`src/xrs_pkg.sv`:
```
// Shared constants, codes and the controller command type of the random source.
`timescale 1ns / 1ps

package xrs_pkg;

	// Word widths.
	localparam int WordW = 64;
	localparam int HalfW = 32;
	localparam int FracW = 53;
	localparam int OutW  = 120;

	// Start words loaded at reset.
	localparam logic [63:0] RESET_WORD0 = 64'h853c49e6748fea9b;
	localparam logic [63:0] RESET_WORD1 = 64'hda3e39cb94b95bdb;

	// Mixing constants of one seed expansion round.
	localparam logic [63:0] GOLDEN_GAMMA = 64'h9e3779b97f4a7c15;
	localparam logic [63:0] MIX_MUL_A    = 64'hbf58476d1ce4e5b9;
	localparam logic [63:0] MIX_MUL_B    = 64'h94d049bb133111eb;

	// Partial product selected in one multiplier step.
	localparam logic [1:0] MUL_LL = 2'd0;  // low half by low half, full 64 bits
	localparam logic [1:0] MUL_HL = 2'd1;  // operand high half by constant low half
	localparam logic [1:0] MUL_LH = 2'd2;  // operand low half by constant high half

	// Commands from the controller to the datapath.
	typedef struct packed {
		logic       capture_seed;
		logic       draw;
		logic       pre;
		logic       pre_sel_w0;
		logic       mul_en;
		logic [1:0] mul_step;
		logic       mul_const_b;
		logic       mid;
		logic       fin_w0;
		logic       fin_w1;
		logic       load_zero;
	} cmd_t;

endpackage

```
`src/xrs_datapath.sv`:
```
// Datapath of the random source: state words, seed mixer, shared multiplier, result register.
`timescale 1ns / 1ps

module xrs_datapath (
	input  logic                      clk,
	input  logic                      arst_n,
	input  xrs_pkg::cmd_t             cmd,
	input  logic [63:0]               seed,
	output logic [xrs_pkg::OutW-1:0]  result
);

	logic [63:0] state0_q;
	logic [63:0] state1_q;
	logic [63:0] seed_q;
	logic [63:0] x_q;
	logic [63:0] acc_q;
	logic [xrs_pkg::OutW-1:0] result_q;

	logic [63:0] sum;
	logic [63:0] mixed_b;
	logic [63:0] next0;
	logic [63:0] next1;
	logic [63:0] pre_in;
	logic [63:0] pre_sum;
	logic [63:0] pre_mix;
	logic [63:0] mid_mix;
	logic [63:0] fin_val;
	logic [63:0] mul_const;
	logic [31:0] op_a;
	logic [31:0] op_b;
	logic [63:0] prod;

	// Draw: output sum, then the rotate 24, shift 16, rotate 37 advance.
	assign sum     = state0_q + state1_q;
	assign mixed_b = state0_q ^ state1_q;
	assign next0   = {state0_q[39:0], state0_q[63:40]} ^ mixed_b ^ {mixed_b[47:0], 16'd0};
	assign next1   = {mixed_b[26:0], mixed_b[63:27]};

	// Seed expansion steps around the two multiplies.
	assign pre_in  = cmd.pre_sel_w0 ? state0_q : seed_q;
	assign pre_sum = pre_in + xrs_pkg::GOLDEN_GAMMA;
	assign pre_mix = pre_sum ^ {30'd0, pre_sum[63:30]};
	assign mid_mix = acc_q ^ {27'd0, acc_q[63:27]};
	assign fin_val = acc_q ^ {31'd0, acc_q[63:31]};

	// One 32 by 32 multiplier; three steps give the low 64 bits of a 64 by 64 product.
	assign mul_const = cmd.mul_const_b ? xrs_pkg::MIX_MUL_B : xrs_pkg::MIX_MUL_A;
	assign op_a      = (cmd.mul_step == xrs_pkg::MUL_HL) ? x_q[63:32] : x_q[31:0];
	assign op_b      = (cmd.mul_step == xrs_pkg::MUL_LH) ? mul_const[63:32] : mul_const[31:0];
	assign prod      = {32'd0, op_a} * {32'd0, op_b};

	// Generator state words.
	always_ff @(posedge clk or negedge arst_n) begin
		if (!arst_n) begin
			state0_q <= xrs_pkg::RESET_WORD0;
			state1_q <= xrs_pkg::RESET_WORD1;
		end else if (cmd.draw) begin
			state0_q <= next0;
			state1_q <= next1;
		end else begin
			if (cmd.fin_w0) begin
				state0_q <= fin_val;
			end
			if (cmd.fin_w1) begin
				state1_q <= fin_val;
			end
		end
	end

	// Seed capture, multiplicand and accumulator.
	always_ff @(posedge clk) begin
		if (cmd.capture_seed) begin
			seed_q <= seed;
		end
		if (cmd.pre) begin
			x_q <= pre_mix;
		end else if (cmd.mid) begin
			x_q <= mid_mix;
		end
		if (cmd.mul_en) begin
			if (cmd.mul_step == xrs_pkg::MUL_LL) begin
				acc_q <= prod;
			end else begin
				acc_q[63:32] <= acc_q[63:32] + prod[31:0];
			end
		end
	end

	// Result word: random_value in the low bits, unit_fraction above it.
	always_ff @(posedge clk) begin
		if (cmd.draw) begin
			result_q <= {{(xrs_pkg::OutW - xrs_pkg::WordW - xrs_pkg::FracW){1'b0}},
				sum[63:11], sum};
		end else if (cmd.load_zero) begin
			result_q <= '0;
		end
	end

	assign result = result_q;

endmodule

```
`src/xrs_ctrl.sv`:
```
// Controller of the random source: handshakes and the reseed sequence.
`timescale 1ns / 1ps

module xrs_ctrl (
	input  logic          clk,
	input  logic          arst_n,
	input  logic          in_valid,
	input  logic          in_action,
	output logic          in_ready,
	output logic          out_valid,
	input  logic          out_ready,
	output xrs_pkg::cmd_t cmd
);

	localparam logic [3:0] ST_IDLE = 4'd0;
	localparam logic [3:0] ST_PRE  = 4'd1;
	localparam logic [3:0] ST_MA0  = 4'd2;
	localparam logic [3:0] ST_MA1  = 4'd3;
	localparam logic [3:0] ST_MA2  = 4'd4;
	localparam logic [3:0] ST_MID  = 4'd5;
	localparam logic [3:0] ST_MB0  = 4'd6;
	localparam logic [3:0] ST_MB1  = 4'd7;
	localparam logic [3:0] ST_MB2  = 4'd8;
	localparam logic [3:0] ST_FIN  = 4'd9;
	localparam logic [3:0] ST_DONE = 4'd10;

	logic [3:0] state_q;
	logic [3:0] state_d;
	logic       round_q;
	logic       out_valid_q;
	logic       out_free;
	logic       accept;
	logic       load_out;

	assign out_free = !out_valid_q || out_ready;
	assign in_ready = (state_q == ST_IDLE) && out_free;
	assign accept   = in_valid && in_ready;
	assign load_out = cmd.draw || cmd.load_zero;

	// Next state and commands.
	always_comb begin
		state_d         = state_q;
		cmd             = '0;
		cmd.pre_sel_w0  = round_q;
		case (state_q)
			ST_IDLE: begin
				if (accept) begin
					if (in_action) begin
						cmd.capture_seed = 1'b1;
						state_d          = ST_PRE;
					end else begin
						cmd.draw = 1'b1;
					end
				end
			end
			ST_PRE: begin
				cmd.pre = 1'b1;
				state_d = ST_MA0;
			end
			ST_MA0: begin
				cmd.mul_en   = 1'b1;
				cmd.mul_step = xrs_pkg::MUL_LL;
				state_d      = ST_MA1;
			end
			ST_MA1: begin
				cmd.mul_en   = 1'b1;
				cmd.mul_step = xrs_pkg::MUL_HL;
				state_d      = ST_MA2;
			end
			ST_MA2: begin
				cmd.mul_en   = 1'b1;
				cmd.mul_step = xrs_pkg::MUL_LH;
				state_d      = ST_MID;
			end
			ST_MID: begin
				cmd.mid = 1'b1;
				state_d = ST_MB0;
			end
			ST_MB0: begin
				cmd.mul_en      = 1'b1;
				cmd.mul_const_b = 1'b1;
				cmd.mul_step    = xrs_pkg::MUL_LL;
				state_d         = ST_MB1;
			end
			ST_MB1: begin
				cmd.mul_en      = 1'b1;
				cmd.mul_const_b = 1'b1;
				cmd.mul_step    = xrs_pkg::MUL_HL;
				state_d         = ST_MB2;
			end
			ST_MB2: begin
				cmd.mul_en      = 1'b1;
				cmd.mul_const_b = 1'b1;
				cmd.mul_step    = xrs_pkg::MUL_LH;
				state_d         = ST_FIN;
			end
			ST_FIN: begin
				if (round_q) begin
					cmd.fin_w1 = 1'b1;
					state_d    = ST_DONE;
				end else begin
					cmd.fin_w0 = 1'b1;
					state_d    = ST_PRE;
				end
			end
			ST_DONE: begin
				if (out_free) begin
					cmd.load_zero = 1'b1;
					state_d       = ST_IDLE;
				end
			end
			default: begin
				state_d = ST_IDLE;
			end
		endcase
	end

	// State, round flag and output word valid.
	always_ff @(posedge clk or negedge arst_n) begin
		if (!arst_n) begin
			state_q     <= ST_IDLE;
			round_q     <= 1'b0;
			out_valid_q <= 1'b0;
		end else begin
			state_q <= state_d;
			if (cmd.capture_seed) begin
				round_q <= 1'b0;
			end else if (cmd.fin_w0) begin
				round_q <= 1'b1;
			end
			if (load_out) begin
				out_valid_q <= 1'b1;
			end else if (out_ready) begin
				out_valid_q <= 1'b0;
			end
		end
	end

	assign out_valid = out_valid_q;

endmodule

```
`src/xoroshiro128plus_random_source_unit.sv`:
```
// Top level of the xoroshiro128+ random source with splitmix64 reseeding.
`timescale 1ns / 1ps

// The result of an accepted draw word (tuser 0) is loaded into the output register at the
// accepting edge and is offered in the next cycle. Draws stream at one word per cycle while
// the output side keeps taking words. After a reseed word (tuser 1) is accepted, tready
// stays low until the reseed sequence is over. Each of the two chained splitmix64 rounds
// takes nine steps, because every 64-bit multiply is three passes through one shared
// 32 by 32 multiplier. A final step loads the result word, which is all zeros. That
// last step lasts longer while an earlier result still waits on the output
// side. Reset loads the fixed start words.
module xoroshiro128plus_random_source_unit (
	input  logic                      clk,
	input  logic                      arst_n,
	input  logic                      s_axis_tvalid,
	output logic                      s_axis_tready,
	input  logic [63:0]               s_axis_tdata,  // seed[63:0]
	input  logic [0:0]                s_axis_tuser,  // action[0]: 0 draw, 1 reseed
	output logic                      m_axis_tvalid,
	input  logic                      m_axis_tready,
	// random_value[63:0], unit_fraction[116:64], zeros
	output logic [xrs_pkg::OutW-1:0]  m_axis_tdata
);

	xrs_pkg::cmd_t cmd;

	// Sequencing and handshakes.
	xrs_ctrl u_ctrl (
		.clk       (clk),
		.arst_n    (arst_n),
		.in_valid  (s_axis_tvalid),
		.in_action (s_axis_tuser[0]),
		.in_ready  (s_axis_tready),
		.out_valid (m_axis_tvalid),
		.out_ready (m_axis_tready),
		.cmd       (cmd)
	);

	// Arithmetic and storage.
	xrs_datapath u_datapath (
		.clk    (clk),
		.arst_n (arst_n),
		.cmd    (cmd),
		.seed   (s_axis_tdata),
		.result (m_axis_tdata)
	);

endmodule

```
`config.mk`:
```
export PLATFORM = sky130hd
export DESIGN_NAME = xoroshiro128plus_random_source_unit
export DESIGN_NICKNAME = d
export VERILOG_FILES = /design/src/xrs_pkg.sv /design/src/xrs_datapath.sv /design/src/xrs_ctrl.sv /design/src/xoroshiro128plus_random_source_unit.sv
export SDC_FILE = /design/constraint.sdc
export NUM_CORES = 2
export LEC_CHECK = 0
export BUFFER_PORTS_ARGS = -buffer_cell sky130_fd_sc_hd__buf_2
export CAP_MARGIN = 20
export CORE_ASPECT_RATIO = 1.75
export CORE_MARGIN = 2
export CORE_UTILIZATION = 30
export DETAILED_ROUTE_END_ITERATION = 10
export PLACE_DENSITY = 0.57
export SKIP_LAST_GASP = 1
export SYNTH_ARGS = -nofsm -noshare
export SYNTH_HDL_FRONTEND = slang
export SYNTH_SLANG_ARGS = --single-unit
```
`constraint.sdc`:
```
create_clock -name clk -period 11.47 [get_ports clk]
set_clock_uncertainty 0.1 [all_clocks]
set_input_delay 0.5735 -clock clk [delete_from_list [all_inputs] [get_ports clk]]
set_output_delay 0.5735 -clock clk [all_outputs]
set_load 0.03 [all_outputs]
```
==> metrics.txt <==
initial DRC count=around 3300; Slew Limit Headroom=0.254; first-pass GRT wire length=~350000 um; Crit. End Element=flop; area delta synth->final=9.69%; aggregate global-route resource usage=0.263; # Max-Cap Violations=0; most frequent CP cell=fa_1; wire per inst=~30 um; Die W=between 300 and 400 um; Routed Antenna Nets=0; final hold viol count=0; worst skew pair latency=~0.64 ns; hpwl dp=around 210000 um; crit-path max FO=33; core area=0.185 mm^2; ranking of synthesized cells by area=fa_1, edfxtp_1, ha_1; CTS Buffer Depth=3; number of top-level pins=approximately 190; CTS tree=done; gr ovfl total=0; drt pass-1 iters=5; Avg Inst Size Synth=between 9 and 10 um^2; clk slew on worst S/H paths=roughly 0.07 ns; startpoint types=flop; Required @ worst endpoint=~12 ns; Yosys cell types=103; register bit total from synthesis=roughly 400; share of cells above drive strength 1=0.101; Inserted Clock Buffers=37; asr flop ratio synth=0.344; nets=~7300; Setup Crit Path Kind=reg2reg; starting density of the core=0.302; Slew Viols, Final=0; Final Util=0.331; post-detailed-routing wire length=roughly 250000 um; vias in the first global route=between 40000 and 50000; register area share after synthesis=0.199; DR vias=around 44000; Main synth FF type=edfxtp_1; via density per instance=between 5 and 6; initial antenna violation count=3; Max Clk Rate=89.6 MHz; crit path DAT=11.42 ns; clk sinks=about 400; IO Port Bufs=around 190; status=finished, final reports clean; Root Driver=clkbuf_16; Max stage delay cell, worst path=a21oi_1; yosys warns=0; top cell type's share of synthesized area=0.291; biggest area consumer among synthesized cells=fa_1; most common cell in the netlist=inv_1; Syn Std Cell Area=between 0.05 and 0.06 mm^2; DRC viols=0; worst hold path class=in2reg; global placer's final weighted congestion=between 1 and 1.5; Cell Rows=approximately 210; synth cell count leaders=inv_1, fa_1, nand2_1; Max stage delay on crit path=approximately 0.76 ns; final number of setup-violating endpoints=0; post-layout min period=around 11 ns; largest net degree at the start of global routing=~120; Tightest Pin Transition=between 1 and 1.5 ns; RSZ-0062 raised after global routing=yes; Syn Inst Count=5871; die height=576 um; Die ar.=roughly 0.19 mm^2; EDFF count, synth=around 260; # H-tree levels=2; Final Cycle Share=0.973
==> routing by layer <==
metal  GRT usage  routed length [um]  up-vias
met2       0.464              125000     1742
met5           0                  13        -
met3      0.0344               10900      841
li1            -                   -    19200
met4       0.286               34800        2
met1       0.248               76900    22100
==> area by class of cell <==
cell class | instances | area, um^2
Inverter | 988 | 3710
Antenna cell | 5 | 12.5
Clock buffer | 51 | 1090
Clock inverter | 16 | 254
Sequential cell | 390 | 11100
Timing Repair Buffer | 364 | 2310
Multi-Input combinational cell | 4196 | 39900
Fill cell | 19100 | 124000
Tap cell | 2426 | 3040
==> metrics by stage <==
step	setup slack [ns]	instance area [um^2]	std cells	hold slack [ns]	TNS, ns
after floorplan	0.823	56000	5873	0.178	0
after global placement	0.291	60000	8357	0.391	0
after detailed placement	0.184	60000	8357	0.390	0
after CTS	0.141	61400	8426	0.00155	0
after global routing	-0.167	61400	8432	0.00886	-0.167
final	0.304	61400	8436	0.0158	0
==> critical path, delay by kind of cell (launching register included) <==
kind | cells | cell delay (ns)
adders and majority gates | 11 | 5.48
AOI/OAI and AO/OA | 9 | 2.01
buffers and inverters | 8 | 1.36
and+or+nand+nor | 5 | 1.03
DFF | 1 | 0.58
xor gates and xnor gates | 1 | 0.28
==> final timing paths <==
check	from	endpoint	slack (ns)	cells after the start
worst max-delay path	u_ctrl.state_q[3]	u_datapath.acc_q[63]	0.30	34
worst min-delay path	s_axis_tdata[20]	u_datapath.seed_q[20]	0.02	1
worst max register to register	u_ctrl.state_q[3]	u_datapath.acc_q[63]	0.30	34
worst min register to register	u_datapath.state1_q[12]	u_datapath.state1_q[12]	0.46	2
max in group asynchronous	arst_n	u_datapath.state1_q[36]	8.97	4
min in group asynchronous	arst_n	u_ctrl.round_q	0.30	2
==> kinds of logic (layout without fill, tap and decap cells) <==
kind of cell / count (synthesis) / in the layout / synth area share
buffers and inverters: 1287 / 1419 / 0.0911
muxes: 163 / 163 / 0.0297
and+or+nand+nor: 1373 / 1373 / 0.114
AOI/OAI and AO/OA: 977 / 977 / 0.109
other: 1 / 8 / 0.0000670
adders and majority gates: 1257 / 1257 / 0.390
xor gates and xnor gates: 423 / 423 / 0.0671
DFF: 390 / 390 / 0.199
==> registers in the layout, indices dropped and copies added, names as in the netlist <==
register             count
u_ctrl.round_q           1
u_datapath.state1_q     64
u_datapath.seed_q       64
u_datapath.state0_q     64
u_datapath.x_q          64
u_datapath.result       64
u_ctrl.out_valid         1
u_ctrl.state_q           4
u_datapath.acc_q        64
==> what timing repair did <==
item	CTS	global route
endpoints found under the hold margin	11	0
endpoints found under the setup margin	0	2
resized for setup	0	3
setup buffers	0	0
hold buffers	2	0
==> cells in the final DEF (no fill, tap or decap), types with 26 or more instances in the layout <==
master,Yosys,final
and3_1,27,26
nor2_1,422,418
a21o_1,89,89
and2_1,102,102
nor2b_1,46,46
mux2_2,27,27
a31oi_1,31,31
nand2b_1,89,89
xor2_1,132,131
xnor2_1,287,287
buf_4,60,170
o21ai_0,318,316
clkbuf_16,0,39
buf_2,14,186
dfrtp_1,62,61
edfxtp_1,256,256
o21bai_1,32,32
a21oi_1,232,232
nand4_1,30,30
nand3_1,62,61
fa_1,815,815
nor3_1,48,46
mux2i_1,136,132
o211ai_1,50,50
dfstp_2,72,72
inv_1,983,983
ha_1,441,440
nand2_1,443,441
Power is not shown: default switching activity piles up to over one toggle a cycle in this logic, so the estimate is an artifact.
